<file path="src/design/group_position_table_core_macros.svh">
// ----------------------------------------------------------------------------
// Group position table: assertion macros
// Shared assertion helpers. Defining ASSERT_OFF removes every check.
// ----------------------------------------------------------------------------
`ifndef GROUP_POSITION_TABLE_CORE_MACROS_SVH
`define GROUP_POSITION_TABLE_CORE_MACROS_SVH

`ifndef ASSERT_OFF
`define GPT_ASSERT_IMP(label, clk, rst, ante, cons) \
   label: assert property (@(posedge clk) disable iff (rst) (ante) |-> (cons)) \
      else $error("group position table: check failed");
`define GPT_ASSERT_NXT(label, clk, rst, ante, cons) \
   label: assert property (@(posedge clk) disable iff (rst) (ante) |=> (cons)) \
      else $error("group position table: check failed");
`else
`define GPT_ASSERT_IMP(label, clk, rst, ante, cons)
`define GPT_ASSERT_NXT(label, clk, rst, ante, cons)
`endif

`endif

</file>
<file path="src/design/gpt_pkg.sv">
// ----------------------------------------------------------------------------
// Group position table: package
// Sizes, codes and control structures shared by the table modules.
// ----------------------------------------------------------------------------
package gpt_pkg;

   localparam int NUM_GROUPS        = 8;
   localparam int GROUP_SLOTS       = 8;
   localparam int MEMBERS_PER_GROUP = 7;

   localparam int GROUP_W     = 3;
   localparam int SLOT_W      = 3;
   localparam int ADDR_W      = GROUP_W + SLOT_W;
   localparam int TABLE_DEPTH = 1 << ADDR_W;
   localparam int VALUE_W     = 7;
   localparam int POS_W       = 8;
   localparam int MASK_W      = 64;
   localparam int CSR_ADDR_W  = 4;

   localparam logic [VALUE_W-1:0] PCT_MAX      = 7'd100;
   localparam logic [VALUE_W-1:0] GROUP_EMPTY  = 7'd101;
   localparam logic [VALUE_W-1:0] MEMBER_EMPTY = 7'd102;
   localparam logic signed [POS_W-1:0] POS_NONE = -8'sd1;

   // Highest member slot that takes part in the average.
   localparam int LAST_MEMBER = (MEMBERS_PER_GROUP < GROUP_SLOTS) ?
                                MEMBERS_PER_GROUP : GROUP_SLOTS - 1;
   localparam int SUM_W  = $clog2(LAST_MEMBER * 100 + 1);
   localparam int CNT_W  = $clog2(LAST_MEMBER + 1);
   localparam int STEP_W = $clog2(SUM_W + 1);

   // Register index of the used-member mask.
   localparam logic REG_USED_MASK = 1'b0;

   typedef enum logic [1:0] {
      MODE_SET  = 2'd0,
      MODE_GET  = 2'd1,
      MODE_TAKE = 2'd2
   } mode_type;

   typedef struct packed {
      logic               clear;
      logic               acc;
      logic [VALUE_W-1:0] value;
      logic               start;
   } avg_ctrl_type;

   typedef struct packed {
      logic               busy;
      logic               done;
      logic [VALUE_W-1:0] average;
   } avg_stat_type;

endpackage

</file>
<file path="src/design/group_position_table_core.sv">
// ----------------------------------------------------------------------------
// Group position table core
// Percent positions for eight groups of member slots, with a group average
// in slot 0 of each group and a mask of groups changed since the last take.
// ----------------------------------------------------------------------------
//
//  Channel   Direction  Ports
//  req       in         req_valid/req_ready, mode, group, member, percent
//  rsp       out        rsp_valid/rsp_ready, position_out, group_average,
//                       changed_groups, unsaved
//  csr       in/out     APB-style, one 64-bit register (used-member mask)
//
//  A set that is taken does one table write, seven slot reads through the
//  single RAM read port, and ten divider steps, one per bit of the member
//  sum; with no member counting the divider steps are skipped. One item is
//  in work at a time; req_ready is low meanwhile. A finished result waits
//  in the output register, and the next item is taken while it waits.
//  Reset is synchronous and leaves every slot empty.
//
`include "group_position_table_core_macros.svh"

module group_position_table_core import gpt_pkg::*; (
   input  logic                       clock,
   input  logic                       reset,

   input  logic                       req_valid,
   output logic                       req_ready,
   input  logic [1:0]                 req_mode,
   input  logic [GROUP_W-1:0]         req_group,
   input  logic [SLOT_W-1:0]          req_member,
   input  logic [VALUE_W-1:0]         req_percent,

   output logic                       rsp_valid,
   input  logic                       rsp_ready,
   output logic signed [POS_W-1:0]    rsp_position_out,
   output logic [VALUE_W-1:0]         rsp_group_average,
   output logic [NUM_GROUPS-1:0]      rsp_changed_groups,
   output logic                       rsp_unsaved,

   input  logic                       csr_psel,
   input  logic                       csr_penable,
   input  logic                       csr_pwrite,
   input  logic [CSR_ADDR_W-1:0]      csr_paddr,
   input  logic [MASK_W-1:0]          csr_pwdata,
   output logic [MASK_W-1:0]          csr_prdata,
   output logic                       csr_pready
);

   typedef enum logic [3:0] {
      ST_IDLE,
      ST_WRITE,
      ST_WALK,
      ST_WALK_END,
      ST_DIV_GO,
      ST_DIV,
      ST_GET_RD,
      ST_GET_WAIT,
      ST_AVG_RD,
      ST_AVG_WAIT,
      ST_DONE
   } state_type;

   state_type                state_ff, state_in;
   logic [1:0]               mode_ff, mode_in;
   logic [GROUP_W-1:0]       group_ff, group_in;
   logic [SLOT_W-1:0]        member_ff, member_in;
   logic [VALUE_W-1:0]       pct_ff, pct_in;
   logic [SLOT_W-1:0]        walk_ff, walk_in;
   logic                     acc_pend_ff, acc_pend_in;
   logic [SLOT_W-1:0]        acc_member_ff, acc_member_in;
   logic [MASK_W-1:0]        mask_ff, mask_in;
   logic [NUM_GROUPS-1:0]    dirty_ff, dirty_in;
   logic signed [POS_W-1:0]  pos_ff, pos_in;
   logic [VALUE_W-1:0]       avg_ff, avg_in;

   logic                     rsp_valid_ff, rsp_valid_in;
   logic signed [POS_W-1:0]  rsp_pos_ff, rsp_pos_in;
   logic [VALUE_W-1:0]       rsp_avg_ff, rsp_avg_in;
   logic [NUM_GROUPS-1:0]    rsp_changed_ff, rsp_changed_in;
   logic                     rsp_unsaved_ff, rsp_unsaved_in;

   logic                     tbl_wr_en;
   logic [ADDR_W-1:0]        tbl_wr_addr;
   logic [VALUE_W-1:0]       tbl_wr_data;
   logic                     tbl_rd_en;
   logic [ADDR_W-1:0]        tbl_rd_addr;
   logic [VALUE_W-1:0]       tbl_rd_value;

   avg_ctrl_type             avg_ctrl;
   avg_stat_type             avg_stat;

   logic                     req_xfer;
   logic                     csr_wr;
   logic                     set_ok;
   logic                     get_ok;

   gpt_slot_table u_slots (
      .clock    (clock),
      .reset    (reset),
      .wr_en    (tbl_wr_en),
      .wr_addr  (tbl_wr_addr),
      .wr_data  (tbl_wr_data),
      .rd_en    (tbl_rd_en),
      .rd_addr  (tbl_rd_addr),
      .rd_value (tbl_rd_value)
   );

   gpt_avg_unit u_avg (
      .clock (clock),
      .reset (reset),
      .ctrl  (avg_ctrl),
      .stat  (avg_stat)
   );

   assign req_ready  = (state_ff == ST_IDLE);
   assign req_xfer   = req_valid && req_ready;
   assign csr_pready = 1'b1;
   assign csr_wr     = csr_psel && csr_penable && csr_pwrite &&
                       (csr_paddr[CSR_ADDR_W-1] == REG_USED_MASK);
   assign csr_prdata = (csr_paddr[CSR_ADDR_W-1] == REG_USED_MASK) ? mask_ff : '0;

   assign set_ok = (req_group != '0) && (req_member != '0) &&
                   (int'(req_member) <= LAST_MEMBER);
   assign get_ok = (req_group != '0) && (int'(req_member) < GROUP_SLOTS);

   // A slot read in the previous cycle counts only if it is in use and its
   // member is enabled in the mask.
   assign avg_ctrl.clear = (state_ff == ST_WRITE);
   assign avg_ctrl.acc   = acc_pend_ff && (tbl_rd_value != MEMBER_EMPTY) &&
                           mask_ff[{group_ff, acc_member_ff}];
   assign avg_ctrl.value = tbl_rd_value;
   assign avg_ctrl.start = (state_ff == ST_DIV_GO);

   always_comb begin
      tbl_wr_en   = 1'b0;
      tbl_wr_addr = {group_ff, member_ff};
      tbl_wr_data = pct_ff;
      tbl_rd_en   = 1'b0;
      tbl_rd_addr = {group_ff, {SLOT_W{1'b0}}};

      case (state_ff)
         ST_WRITE: begin
            tbl_wr_en = 1'b1;
         end
         ST_WALK: begin
            tbl_rd_en   = 1'b1;
            tbl_rd_addr = {group_ff, walk_ff};
         end
         ST_DIV: begin
            tbl_wr_en   = avg_stat.done;
            tbl_wr_addr = {group_ff, {SLOT_W{1'b0}}};
            tbl_wr_data = avg_stat.average;
         end
         ST_GET_RD: begin
            tbl_rd_en   = 1'b1;
            tbl_rd_addr = {group_ff, member_ff};
         end
         ST_GET_WAIT, ST_AVG_RD: begin
            tbl_rd_en = 1'b1;
         end
         default: begin
         end
      endcase
   end

   always_comb begin
      state_in       = state_ff;
      mode_in        = mode_ff;
      group_in       = group_ff;
      member_in      = member_ff;
      pct_in         = pct_ff;
      walk_in        = walk_ff;
      acc_pend_in    = 1'b0;
      acc_member_in  = acc_member_ff;
      mask_in        = csr_wr ? csr_pwdata : mask_ff;
      dirty_in       = dirty_ff;
      pos_in         = pos_ff;
      avg_in         = avg_ff;
      rsp_valid_in   = rsp_valid_ff && !rsp_ready;
      rsp_pos_in     = rsp_pos_ff;
      rsp_avg_in     = rsp_avg_ff;
      rsp_changed_in = rsp_changed_ff;
      rsp_unsaved_in = rsp_unsaved_ff;

      case (state_ff)
         ST_IDLE: begin
            if (req_xfer) begin
               mode_in   = req_mode;
               group_in  = req_group;
               member_in = req_member;
               pct_in    = (req_percent > PCT_MAX) ? PCT_MAX : req_percent;
               pos_in    = POS_NONE;
               case (req_mode)
                  MODE_SET: state_in = set_ok ? ST_WRITE : ST_AVG_RD;
                  MODE_GET: state_in = get_ok ? ST_GET_RD : ST_AVG_RD;
                  default:  state_in = ST_AVG_RD;
               endcase
            end
         end
         ST_WRITE: begin
            walk_in  = SLOT_W'(1);
            state_in = ST_WALK;
         end
         ST_WALK: begin
            acc_pend_in   = 1'b1;
            acc_member_in = walk_ff;
            walk_in       = walk_ff + SLOT_W'(1);
            if (walk_ff == SLOT_W'(LAST_MEMBER)) begin
               state_in = ST_WALK_END;
            end
         end
         ST_WALK_END: begin
            state_in = ST_DIV_GO;
         end
         ST_DIV_GO: begin
            state_in = ST_DIV;
         end
         ST_DIV: begin
            if (avg_stat.done) begin
               avg_in   = avg_stat.average;
               pos_in   = signed'({1'b0, pct_ff});
               dirty_in = dirty_ff | (NUM_GROUPS'(1) << group_ff);
               state_in = ST_DONE;
            end
         end
         ST_GET_RD: begin
            state_in = ST_GET_WAIT;
         end
         ST_GET_WAIT: begin
            if (tbl_rd_value != MEMBER_EMPTY) begin
               pos_in = signed'({1'b0, tbl_rd_value});
            end
            state_in = ST_AVG_WAIT;
         end
         ST_AVG_RD: begin
            state_in = ST_AVG_WAIT;
         end
         ST_AVG_WAIT: begin
            avg_in   = tbl_rd_value;
            state_in = ST_DONE;
         end
         ST_DONE: begin
            if (!rsp_valid_ff || rsp_ready) begin
               rsp_valid_in   = 1'b1;
               rsp_pos_in     = pos_ff;
               rsp_avg_in     = avg_ff;
               rsp_changed_in = dirty_ff;
               if (mode_ff == MODE_TAKE) begin
                  dirty_in       = '0;
                  rsp_unsaved_in = 1'b0;
               end else begin
                  rsp_unsaved_in = (dirty_ff != '0);
               end
               state_in = ST_IDLE;
            end
         end
         default: begin
            state_in = ST_IDLE;
         end
      endcase
   end

   always_ff @(posedge clock) begin
      if (reset) begin
         state_ff     <= ST_IDLE;
         acc_pend_ff  <= 1'b0;
         mask_ff      <= '0;
         dirty_ff     <= '0;
         rsp_valid_ff <= 1'b0;
      end else begin
         state_ff     <= state_in;
         acc_pend_ff  <= acc_pend_in;
         mask_ff      <= mask_in;
         dirty_ff     <= dirty_in;
         rsp_valid_ff <= rsp_valid_in;
      end
      mode_ff        <= mode_in;
      group_ff       <= group_in;
      member_ff      <= member_in;
      pct_ff         <= pct_in;
      walk_ff        <= walk_in;
      acc_member_ff  <= acc_member_in;
      pos_ff         <= pos_in;
      avg_ff         <= avg_in;
      rsp_pos_ff     <= rsp_pos_in;
      rsp_avg_ff     <= rsp_avg_in;
      rsp_changed_ff <= rsp_changed_in;
      rsp_unsaved_ff <= rsp_unsaved_in;
   end

   assign rsp_valid          = rsp_valid_ff;
   assign rsp_position_out   = rsp_pos_ff;
   assign rsp_group_average  = rsp_avg_ff;
   assign rsp_changed_groups = rsp_changed_ff;
   assign rsp_unsaved        = rsp_unsaved_ff;

   // The block stays busy with an item right after each transfer, so req_ready falls.
   `GPT_ASSERT_NXT(a_busy_after_req, clock, reset, req_valid && req_ready, !req_ready)
   // Unsaved changes are always reflected in the reported mask.
   `GPT_ASSERT_IMP(a_unsaved_mask, clock, reset, rsp_valid && rsp_unsaved, rsp_changed_groups != '0)
   // The member-empty marker never leaves the block as a position.
   `GPT_ASSERT_IMP(a_no_empty_pos, clock, reset, rsp_valid, rsp_position_out != signed'({1'b0, MEMBER_EMPTY}))
   // A group average is a percentage or the group-empty marker.
   `GPT_ASSERT_IMP(a_avg_range, clock, reset, rsp_valid, rsp_group_average <= GROUP_EMPTY)

endmodule

</file>
<file path="src/design/gpt_ram.sv">
// ----------------------------------------------------------------------------
// Generic RAM
// One write port and one read port with registered read data.
// ----------------------------------------------------------------------------
module gpt_ram #(
   parameter int WIDTH = 8,
   parameter int DEPTH = 64
) (
   input  logic                     clock,
   input  logic                     wr_en,
   input  logic [$clog2(DEPTH)-1:0] wr_addr,
   input  logic [WIDTH-1:0]         wr_data,
   input  logic                     rd_en,
   input  logic [$clog2(DEPTH)-1:0] rd_addr,
   output logic [WIDTH-1:0]         rd_data
);

   logic [WIDTH-1:0] mem_ff [DEPTH];
   logic [WIDTH-1:0] rd_data_ff;

   always_ff @(posedge clock) begin
      if (wr_en) begin
         mem_ff[wr_addr] <= wr_data;
      end
      if (rd_en) begin
         rd_data_ff <= mem_ff[rd_addr];
      end
   end

   assign rd_data = rd_data_ff;

endmodule

</file>
<file path="src/design/gpt_slot_table.sv">
// ----------------------------------------------------------------------------
// Group position table: slot store
// Slot RAM with a valid bit per entry; an entry never written reads as its
// reset value (group empty for the average slot, member empty otherwise).
// ----------------------------------------------------------------------------
module gpt_slot_table import gpt_pkg::*; (
   input  logic               clock,
   input  logic               reset,
   input  logic               wr_en,
   input  logic [ADDR_W-1:0]  wr_addr,
   input  logic [VALUE_W-1:0] wr_data,
   input  logic               rd_en,
   input  logic [ADDR_W-1:0]  rd_addr,
   output logic [VALUE_W-1:0] rd_value
);

   logic [TABLE_DEPTH-1:0] valid_ff;
   logic [TABLE_DEPTH-1:0] valid_in;
   logic                   rd_valid_ff;
   logic                   rd_avg_ff;
   logic [VALUE_W-1:0]     ram_data;

   gpt_ram #(
      .WIDTH (VALUE_W),
      .DEPTH (TABLE_DEPTH)
   ) u_ram (
      .clock   (clock),
      .wr_en   (wr_en),
      .wr_addr (wr_addr),
      .wr_data (wr_data),
      .rd_en   (rd_en),
      .rd_addr (rd_addr),
      .rd_data (ram_data)
   );

   always_comb begin
      valid_in = valid_ff;
      if (wr_en) begin
         valid_in[wr_addr] = 1'b1;
      end
   end

   always_ff @(posedge clock) begin
      if (reset) begin
         valid_ff <= '0;
      end else begin
         valid_ff <= valid_in;
      end
   end

   always_ff @(posedge clock) begin
      if (rd_en) begin
         rd_valid_ff <= valid_ff[rd_addr];
         rd_avg_ff   <= (rd_addr[SLOT_W-1:0] == '0);
      end
   end

   assign rd_value = rd_valid_ff ? ram_data : (rd_avg_ff ? GROUP_EMPTY : MEMBER_EMPTY);

endmodule

</file>
<file path="src/design/gpt_avg_unit.sv">
// ----------------------------------------------------------------------------
// Group position table: averaging unit
// Accumulates member positions one per cycle, then divides the sum by the
// count with a restoring divider that produces one quotient bit per cycle.
// ----------------------------------------------------------------------------
module gpt_avg_unit import gpt_pkg::*; (
   input  logic         clock,
   input  logic         reset,
   input  avg_ctrl_type ctrl,
   output avg_stat_type stat
);

   logic [SUM_W-1:0]  sum_ff,  sum_in;
   logic [CNT_W-1:0]  count_ff, count_in;
   logic [CNT_W-1:0]  rem_ff,  rem_in;
   logic [SUM_W-1:0]  quo_ff,  quo_in;
   logic [STEP_W-1:0] step_ff, step_in;
   logic              empty_ff, empty_in;
   logic              busy_ff, busy_in;
   logic              done_ff, done_in;

   logic [CNT_W:0]    rem_shift;
   logic [CNT_W:0]    rem_sub;
   logic              fits;

   // The dividend shifts out at the top while quotient bits shift in below.
   assign rem_shift = {rem_ff, quo_ff[SUM_W-1]};
   assign fits      = (rem_shift >= {1'b0, count_ff});
   assign rem_sub   = rem_shift - {1'b0, count_ff};

   always_comb begin
      sum_in   = sum_ff;
      count_in = count_ff;
      rem_in   = rem_ff;
      quo_in   = quo_ff;
      step_in  = step_ff;
      empty_in = empty_ff;
      busy_in  = busy_ff;
      done_in  = 1'b0;

      if (ctrl.clear) begin
         sum_in   = '0;
         count_in = '0;
      end else if (ctrl.acc) begin
         sum_in   = sum_ff + SUM_W'(ctrl.value);
         count_in = count_ff + CNT_W'(1);
      end

      if (ctrl.start) begin
         empty_in = (count_ff == '0);
         quo_in   = sum_ff;
         rem_in   = '0;
         step_in  = '0;
         if (count_ff == '0) begin
            done_in = 1'b1;
         end else begin
            busy_in = 1'b1;
         end
      end else if (busy_ff) begin
         rem_in  = fits ? rem_sub[CNT_W-1:0] : rem_shift[CNT_W-1:0];
         quo_in  = {quo_ff[SUM_W-2:0], fits};
         step_in = step_ff + STEP_W'(1);
         if (step_ff == STEP_W'(SUM_W - 1)) begin
            busy_in = 1'b0;
            done_in = 1'b1;
         end
      end
   end

   always_ff @(posedge clock) begin
      if (reset) begin
         busy_ff <= 1'b0;
         done_ff <= 1'b0;
      end else begin
         busy_ff <= busy_in;
         done_ff <= done_in;
      end
   end

   always_ff @(posedge clock) begin
      sum_ff   <= sum_in;
      count_ff <= count_in;
      rem_ff   <= rem_in;
      quo_ff   <= quo_in;
      step_ff  <= step_in;
      empty_ff <= empty_in;
   end

   assign stat.busy    = busy_ff;
   assign stat.done    = done_ff;
   assign stat.average = empty_ff ? GROUP_EMPTY : quo_ff[VALUE_W-1:0];

endmodule
</file>
<file path="config.mk">
export PLATFORM = sky130hd
export DESIGN_NAME = group_position_table_core
export DESIGN_NICKNAME = d
export VERILOG_FILES = /design/src/design/gpt_pkg.sv /design/src/design/group_position_table_core.sv /design/src/design/gpt_ram.sv /design/src/design/gpt_slot_table.sv /design/src/design/gpt_avg_unit.sv
export VERILOG_INCLUDE_DIRS = /design/src /design/src/design
export SDC_FILE = /design/constraint.sdc
export NUM_CORES = 1
export LEC_CHECK = 0
export BUFFER_PORTS_ARGS = -buffer_cell sky130_fd_sc_hd__buf_4
export CELL_PAD_IN_SITES_DETAIL_PLACEMENT = 0
export CELL_PAD_IN_SITES_GLOBAL_PLACEMENT = 1
export CORE_MARGIN = 3
export CORE_UTILIZATION = 51
export CTS_CLUSTER_DIAMETER = 150
export DETAILED_ROUTE_END_ITERATION = 16
export PLACE_DENSITY = 0.89
export SLEW_MARGIN = 20
export SYNTH_ARGS = -nofsm -noshare
export SYNTH_HDL_FRONTEND = slang
export SYNTH_HIERARCHICAL = 1
export SYNTH_SLANG_ARGS = --single-unit
</file>
<file path="constraint.sdc">
create_clock -name clock -period 3.6 [get_ports clock]
set_input_delay 0.18 -clock clock [delete_from_list [all_inputs] [get_ports clock]]
set_output_delay 0.18 -clock clock [all_outputs]
set_load 0.05 [all_outputs]
</file>
### Yosys cells after proc, flatten, opt, wreduce, memory -nomap -nowiden

Memories as Yosys holds them, arrays and structs flattened. A register that Yosys moved wholly into a read port is not among the register bits.
Cells that the tools add are included.

| cells by class | value |
|---|---|
| bitwise operators | 3 |
| $add $sub $neg | 5 |
| mux-type cells | 50 |
| equality and inequality tests | 22 |
| magnitude comparators | 6 |
| shift-type cells | 1 |
| reductions and logical operators | 32 |

Operators by type and width:

| kind | count |
|---|---|
| 2-to-1 mux 64 bit | 1 |
| OR 64 bit | 1 |
| 2-to-1 mux 8 bit | 6 |
| case mux 4 bit (10 select lines) | 1 |
| 2-to-1 mux 7 bit | 4 |
| 2-to-1 mux 4 bit | 6 |
| case mux 8 bit (3 select lines) | 1 |
| less-than comparator 6 x 7 -> 1 bit, second input constant | 3 |
| 2-to-1 mux 10 bit | 2 |
| 2-to-1 mux 1 bit | 17 |
| equality test 4 x 3 -> 1 bit, second input constant | 4 |
| equality test 4 bit, second input constant | 4 |
| case mux 8 bit (2 select lines) | 1 |
| case mux 7 bit (2 select lines) | 1 |
| binary-select mux 1 bit (select 6 bit) | 2 |
| case mux 3 bit (2 select lines) | 2 |
| AND reduction 4 bit | 3 |
| adder 10 x 7 -> 10 bit | 1 |
| != test 2 bit, second input constant | 5 |
| logical AND 1 bit | 9 |
| nonzero test 3 bit | 3 |
| equality test 4 x 2 -> 1 bit, second input constant | 2 |
| OR 8 bit | 1 |
| case mux 4 bit (2 select lines) | 1 |
| other kinds (28) | 38 |

| word-level totals | value |
|---|---|
| input port bits | 90 |
| RAM bits | 448 |
| memories | 1 |
| register bits after elaboration | 237 |

Memory list:

| name | depth | bits a word | rd ports | clocked after Yosys merged registers in | wr ports | line | source |
|---|---|---|---|---|---|---|---|
| u_slots.u_ram.mem_ff | 64 | 7 | 1 | 1 | 1 | gpt_ram.sv:18 | `logic [WIDTH-1:0] mem_ff [DEPTH];` |

### Logic depth before layout (Yosys ltp)

Gate-level depths: netlist of the first run.

| depth | value |
|---|---|
| depth in word-level cells | 7 |
| depth in mapped cells | 12 |
| depth with buffers taken out | 9 |

### Cells and area by module

Netlist of the first run, hierarchy kept.

Modules (own cells, without submodules):

| module | area an instance (µm²) | sequential area each (µm²) | times used | cells each |
|---|---|---|---|---|
| gpt_ram | 17,705.7 | 13,663.1 | 1 | 827 |
| group_position_table_core | 6,376.1 | 3,363.2 | 1 | 637 |
| gpt_slot_table | 2,696.3 | 1,341.3 | 1 | 284 |
| gpt_avg_unit | 1,863.0 | 770.7 | 1 | 185 |

### Least setup slack after synthesis of the first run

No wires, ideal clock.

| path | value |
|---|---|
| path type | reg2reg |
| start point | register state_ff[2] |
| end point | register u_slots.rd_valid_ff, data pin |
| arrival time | 2,726 ps |
| data required time | 3,332 ps |
| stages on the path, launching flop included | 11 |
| slack | 607 ps |
| path buffers | 3 |
| library setup time | 268 ps |
| cell sequence | dfxtp_1 buf_2 buf_2 mux2i_1 nor2_1 clkbuf_1 mux4_2 a2111oi_0 a21oi_1 o221ai_1 o21ai_1 |

| on the way | value |
|---|---|
| word-level cells in the longest chain between the ends | 4 |

RTL lines:

| element | line | source |
|---|---|---|
| start, declared | group_position_table_core.sv:63 | `state_type state_ff, state_in;` |
| start signal, assigned | group_position_table_core.sv:271 | `state_ff <= state_in;` |
| equality test 4 x 3 -> 1 bit or equality test 4 x 2 -> 1 bit (tied branches) | group_position_table_core.sv:141 | `case (state_ff)` |
| case mux 3 bit (2 select lines) (*) | group_position_table_core.sv:141 |  |
| via tbl_rd_addr[1] | group_position_table_core.sv:86 | `logic [ADDR_W-1:0] tbl_rd_addr;` |
| binary-select mux 1 bit (select 6 bit) (*) | gpt_slot_table.sv:53 | `rd_valid_ff <= valid_ff[rd_addr];` |
| 2-to-1 mux 1 bit (not written as such) (*) | gpt_slot_table.sv:53 |  |
| end signal, assigned | gpt_slot_table.sv:53 |  |
| end, declared | gpt_slot_table.sv:19 | `logic rd_valid_ff;` |

The timed path passes the listed nets; every way through them passes the cells marked *. The select of a mux whose other input is x is not followed.
A chain may end at the register's enable or synchronous reset.

### Worst setup path after layout of the first run

| path | value |
|---|---|
| start point | register state_ff[2] |
| end point | memory u_slots/u_ram/mem_ff[22][5] in the netlist's numbering, enable pin |

| on the way | value |
|---|---|
| word-level cells in the longest chain between the ends | 4 |

RTL lines:

| element | line | source |
|---|---|---|
| equality test 4 x 3 -> 1 bit or equality test 4 x 1 -> 1 bit (tied branches) | group_position_table_core.sv:141 |  |
| case mux 1 bit (2 select lines) (*) | group_position_table_core.sv:141 |  |
| via tbl_wr_en | group_position_table_core.sv:82 | `logic tbl_wr_en;` |
| 2-to-1 mux 1 bit (*) | gpt_ram.sv:22 | `if (wr_en) begin` |
| 2-to-1 mux 1 bit (not written as such) (*) | gpt_ram.sv:23 | `mem_ff[wr_addr] <= wr_data;` |
| end, declared | gpt_ram.sv:18 |  |

The timed path passes the listed nets; every way through them passes the cells marked *.

==> results of run 1 <==
path summary, 6_finish.rpt:
kind / startpoint / to / depth (start not counted)
min reg2reg: pos_ff[4] / rsp_position_out[4] / 0
max reg2reg: state_ff[2] / u_slots/u_ram/mem_ff[22][5] / 7
max: state_ff[2] / u_slots/u_ram/mem_ff[22][5] / 7
min: reset / u_avg/busy_ff / 2
placed cells by master (no fill, tap or decap), types with 7 or more instances in the layout:
master / instances
a211oi_1: 8
a21oi_1: 150
a22oi_1: 10
a31oi_1: 9
and2_1: 12
buf_12: 9
buf_4: 219
bufinv_16: 9
clkbuf_1: 13
clkbuf_16: 73
clkinv_1: 8
clkinv_2: 9
dfxtp_1: 164
dlygate4sd3_1: 80
edfxtp_1: 528
ha_1: 16
inv_1: 23
mux2_2: 28
mux2i_1: 45
mux4_2: 138
nand2_1: 167
nand2b_1: 20
nand3_1: 14
nor2_1: 184
nor2b_1: 83
nor3_1: 23
nor3b_1: 13
nor4_1: 7
o21a_1: 8
o21ai_0: 14
o221ai_1: 12
o22ai_1: 15
o31ai_1: 10
or2_2: 8
what timing repair did:
action                                  4_1_cts  5_1_grt
hold buffers                                 80        0
endpoints found under the hold margin        83        0
buffers inserted                              0        0
endpoints found under the setup margin        0        0
power groups by stage:
stage | clock (mW) | sequential [mW] | combinational [mW]
2_1_floorplan | 0 | 9.74 | 3.06
3_3_place_gp | 0 | 9.75 | 4.37
3_5_place_dp | 0 | 9.76 | 4.53
4_1_cts | 7.53 | 9.59 | 4.63
5_1_grt | 7.82 | 9.63 | 4.99
6_report | 7.40 | 9.59 | 4.67
per-layer routing:
metal | vias to the layer above | track usage (%) | routed length, um
li1 | 7874 | - | -
met1 | 8976 | 32.6 | 28600
met2 | 844 | 37.5 | 33000
met3 | 158 | 4.40 | 5500
met4 | 0 | 8.49 | 2490
met5 | - | 0 | 0
worst max-delay path, cell delays in order, from the launching register on:
cell      delay [ns]
dfxtp_1         0.44
buf_4           0.28
and4bb_4        0.34
nand2_1         0.11
nand2b_1        0.17
nor2b_1         0.29
nand3_1         0.56
nor2_1          0.75
state kept, by name, indices dropped and copies added, names as in the netlist, 4 cells and up:
register,flops
u_slots/u_ram/mem_ff,448
u_slots/u_ram/rd_data,7
u_avg/step_ff,4
avg_ff,7
rsp_position_out,8
rsp_group_average,7
u_slots/valid_ff,64
state_ff,4
pct_ff,7
rsp_changed_groups,8
pos_ff,8
dirty_ff,8
mask_ff,64
u_avg/quo_ff,10
u_avg/sum_ff,10
cell type report:
cell class | count | area [um2]
fillers | 3978 | 21300
well taps | 748 | 936
clock buffers | 91 | 1940
inverters | 23 | 86.3
clock inverters | 35 | 418
flip-flops and latches | 692 | 19100
repair buffers | 309 | 2640
multi-input cells | 1101 | 8880
through the flow:
stage                     hold WS, ns  util [%]
after global routing            0.161      61.5
after CTS                       0.111      61.5
final                          0.0955      61.5
after floorplan                 0.252         -
after global placement          0.385      55.8
after detailed placement        0.386      55.8
==> impl_metrics.py, run 1 <==
metrics = {
    "setup_path": {
        "critical_path_peak_fanout": 17,
        "crit_type": "register to register",
        "start_kind": "register",
        "r2r_slack_ns": 0.28,
        "cp.required_ns": 3.83,
        "critPathCaptureType": "register",
        "cp.arrival_ns": 3.55,
    },
    "cts": {
        "clock-sinks": 692,
        "cts_tree": "built",
        "clk_path_buf_depth": 3,
        "htree_levels": 3,
        "cts-root-buf": "clkbuf_16",
        "cts_resized": 0,
        "cts_buffers": 70,
        "clk_pin_slew_ns": 0.06,
        "clock_latency_ns": 0.61,
    },
    "detailed_routing": {
        "viasPerCell": 5.95,
        "routed-via-count": 17900,
        "drtIter0Drc": 1667,
        "wl_per_cell_um": 23.2,
        "final_antenna_net_count": 0,
        "first_pass_iters": 5,
        "routed_wl_um": 69600,
        "drc": 0,
    },
    "placed_design": {
        "dp_cells": 2793,
        "placed_area_um2": 30900,
        "io_buffer_count": 176,
        "gp_congestion": 0.871,
        "place_hpwl_um": 44000,
        "dp_slack_ns": 0.391,
    },
    "floorplan": {
        "die_area_um2": 59000,
        "core_area_um2": 55300,
        "start_util_pct": 51.8,
        "fp.dieW_um": 243,
        "std_cell_rows": 86,
        "die_h_um": 243,
        "io_pins": 181,
    },
    "power_and_ir_drop": {
        "peakVddDrop_mv": 0.535,
        "power.switching_mw": 6.07,
        "powerDensity_nw_per_um2": 637,
        "pwr-share-clk_pct": 34.2,
        "p_total_mw": 21.7,
        "internal-power_mw": 15.6,
        "leakage_nw": 11.2,
        "switching_share_pct": 28.0,
        "power_frac_comb_pct": 21.5,
        "p_seq_share_pct": 44.3,
    },
    "layout": {
        "post-route-cell-area_um2": 34000,
        "fin_cells": 2999,
        "syn_to_final_growth_pct": 18.8,
        "diodes": 0,
        "fin_nets": 2305,
        "drive_above_1_share_pct": 23.5,
    },
    "sta": {
        "maxSlewViolCount": 0,
        "final.setup.tns_ns": 0,
        "worstMarginPinSlew_ns": 0.999,
        "setup_viol": 0,
        "fmax_mhz": 301,
        "grt_setup_unrepaired": "false",
        "layout_setup_ws_ns": 0.279,
        "relSlewSlack_pct": 33.3,
        "finalCritPeriodShare_pct": 92.2,
        "skew_ns": 0.0229,
        "min_period_ns": 3.32,
        "hold_viol_final": 0,
    },
    "global_routing": {
        "grt_pass1_wl_um": 108000,
        "antenna_found_initial": 0,
        "grt_overflow_total": 0,
        "grt_pass1_vias": 17900,
        "grt.total_usage_pct": 23.5,
        "grt_max_degree": 118,
    },
    "logic_synthesis": {
        "netlist_instances": 1932,
        "syn-num-nets": 2040,
        "syn_avg_cell_area_um2": 14.8,
        "yosysWarnings": 6,
        "syn_area_um2": 28600,
    },
    "status": {
        "outcome": "finished clean",
    },
    "hold_path": {
        "hold_class": "input pin to register",
    },
    "run": {
        "maxCapViolations": 0,
    },
}
No activity file was read; power rests on OpenSTA's default activity.
==> run 2, diff against run 1 <==
- REMOVE_ABC_BUFFERS: unset -> 1
==> run 2 against run 1 <==
  * Clock power shrank 2%
  * Design area barely moved
  * Power fell by 1.1%
  * Count of clock-buffer cells in the layout down 7
  * First-iteration DRC count rose by 16%
  * Sequential power grew 0.5%
  * Core utilization barely moved
==> impl_metrics.py, run 2 (synthesis results as in run 1) <==
metrics = {
    "power_and_ir_drop": {
        "internal-power_mw": 15.5,
        "leakage_nw": 11.3,
        "powerDensity_nw_per_um2": 630,
        "peakVddDrop_mv": 0.405,
        "pwr-share-clk_pct": 33.7,
        "switching_share_pct": 27.9,
        "p_seq_share_pct": 45.0,
        "power_frac_comb_pct": 21.3,
        "power.switching_mw": 5.97,
    },
    "setup_path": {
        "r2r_start": "state_ff[0]",
        "crit_slowest_cell": "nor2_1",
        "critPathCaptureType": "register",
        "r2r_cells": 7,
        "r2r-end": "u_slots/u_ram/mem_ff[46][6]",
        "critical_path_peak_fanout": 15,
        "start_kind": "register",
        "cp.arrival_ns": 3.51,
        "path_cells": "buf_4 > inv_1 > nor4_2 > nand2b_1 > nor2b_1 > nand3_1 > nor2_1",
        "cpPeakStageDelay_ns": 0.81,
        "crit_type": "register to register",
        "r2r_slack_ns": 0.30,
        "cp.required_ns": 3.81,
    },
    "detailed_routing": {
        "drc": 0,
        "drtIter0Drc": 1941,
        "final_antenna_net_count": 0,
        "routed-via-count": 18000,
        "wl_per_cell_um": 23.1,
        "first_pass_iters": 6,
        "routed_wl_um": 69400,
        "viasPerCell": 5.97,
    },
    "cts": {
        "htree_levels": 3,
        "clock_latency_ns": 0.60,
        "clk_pin_slew_ns": 0.06,
        "cts_tree": "built",
        "cts-root-buf": "clkbuf_16",
        "cts_resized": 0,
        "clock-sinks": 692,
        "clk_path_buf_depth": 3,
        "cts_buffers": 70,
    },
    "layout": {
        "multiInputGateArea_um2": 8880,
        "reg.largest.list": "u_slots/u_ram/mem_ff (448), mask_ff (64), u_slots/valid_ff (64)",
        "syn_to_final_growth_pct": 18.8,
        "register_area_um2": 19100,
        "final_common_cell": "edfxtp_1",
        "fin_cells": 3008,
        "drive_above_1_share_pct": 23.7,
        "nFillCells": 4016,
        "largest_reg_flops": 448,
        "most-common-layout-cells": "edfxtp_1 (528), buf_4 (236), nor2_1 (184), nand2_1 (167), dfxtp_1 (164)",
        "largest-register": "u_slots/u_ram/mem_ff",
        "fin_nets": 2319,
    },
    "hold_path": {
        "hp-start": "req_valid",
        "holdPathStages": 5,
        "hold_end": "state_ff[3]",
        "hold_class": "input pin to register",
    },
    "global_routing": {
        "grt_pass1_wl_um": 107000,
        "grt_pass1_vias": 17700,
        "grt.total_usage_pct": 23.4,
        "grt_max_degree": 91,
        "antenna_found_initial": 0,
        "grt_overflow_total": 0,
    },
    "placed_design": {
        "dp_cells": 2807,
        "gp_congestion": 0.835,
        "place_hpwl_um": 44100,
        "dp_slack_ns": 0.360,
        "io_buffer_count": 176,
    },
    "floorplan": {
        "fp.dieW_um": 243,
        "start_util_pct": 51.8,
        "die_h_um": 243,
        "die_area_um2": 59000,
        "core_area_um2": 55300,
        "io_pins": 181,
        "std_cell_rows": 86,
    },
    "sta": {
        "maxSlewViolCount": 0,
        "grt_setup_unrepaired": "false",
        "fmax_mhz": 303,
        "skew_ns": 0.0252,
        "worst_hold_slack_ns": 0.163,
        "min_period_ns": 3.30,
        "setup_viol": 0,
        "finalCritPeriodShare_pct": 91.7,
        "relSlewSlack_pct": 30.3,
        "worstMarginPinSlew_ns": 1.04,
        "layout_setup_ws_ns": 0.300,
        "hold_viol_final": 0,
    },
    "status": {
        "outcome": "finished clean",
    },
    "run": {
        "maxCapViolations": 0,
    },
}
-- run 2: cell type report --
class                           count  area share, %
Sequential cell                   692           56.3
Multi-Input combinational cell   1101           26.1
Timing Repair Buffer              323           7.97
Clock buffer                       84           5.48
Tap cell                          748           2.75
Clock inverter                     36           1.18
Inverter                           23          0.254
Antenna cell                        1        0.00736
-- run 2: through the flow --
step	utilization, %	total power [mW]	area, um2	TNS [ns]
floorplan	-	12.8	28000	-206.41
global placement	55.9	14.1	30900	0
detailed placement	55.9	14.2	30900	0
CTS	61.5	21.5	34000	0
global route	61.5	22.2	34000	0
finish	61.5	21.4	34000	0
-- run 2: per-layer routing --
| metal | up-vias | wire length [um] | global-route usage, % |
|---|---|---|---|
| met5 | - | 0 | 0 |
| li1 | 7912 | - | - |
| met3 | 151 | 6170 | 4.63 |
| met2 | 896 | 33200 | 37.5 |
| met1 | 9008 | 27800 | 32.6 |
| met4 | 0 | 2240 | 7.70 |
-- run 2: worst max-delay path, delay by kind of cell (launching register included) --
kind | cells | cell delay [ns]
DFF | 1 | 0.33
buffers and inverters | 2 | 0.36
and+or+nand+nor | 5 | 2.22
-- run 2: worst max-delay path by stage --
| stage | from | to | slack (ns) | cells after the start |
|---|---|---|---|---|
| 6_report | state_ff[0] | u_slots/u_ram/mem_ff[46][6] | 0.30 | 7 |
| 3_3_place_gp | acc_member_ff[0] | u_avg/sum_ff[8] | 0.52 | 10 |
| 3_5_place_dp | state_ff[0] | u_slots/u_ram/mem_ff[3][4] | 0.36 | 7 |
| 2_1_floorplan | state_ff[1] | u_slots/rd_valid_ff | -8.11 | 8 |
| 4_1_cts | state_ff[0] | u_slots/u_ram/mem_ff[3][6] | 0.36 | 7 |
| 5_1_grt | state_ff[0] | u_slots/u_ram/mem_ff[38][2] | 0.15 | 7 |
-- run 2: power groups by stage --
stage | Sequential [mW] | Clock [mW] | Combinational, mW
floorplan | 9.87 | 0 | 2.96
global placement | 9.79 | 0 | 4.30
detailed placement | 9.81 | 0 | 4.43
CTS | 9.64 | 7.34 | 4.54
global route | 9.68 | 7.64 | 4.92
finish | 9.64 | 7.22 | 4.56
-- run 2: repair_timing --
item,4_1_cts,5_1_grt
hold buffers,80,0
endpoints found under the hold margin,80,0
buffers inserted,0,0
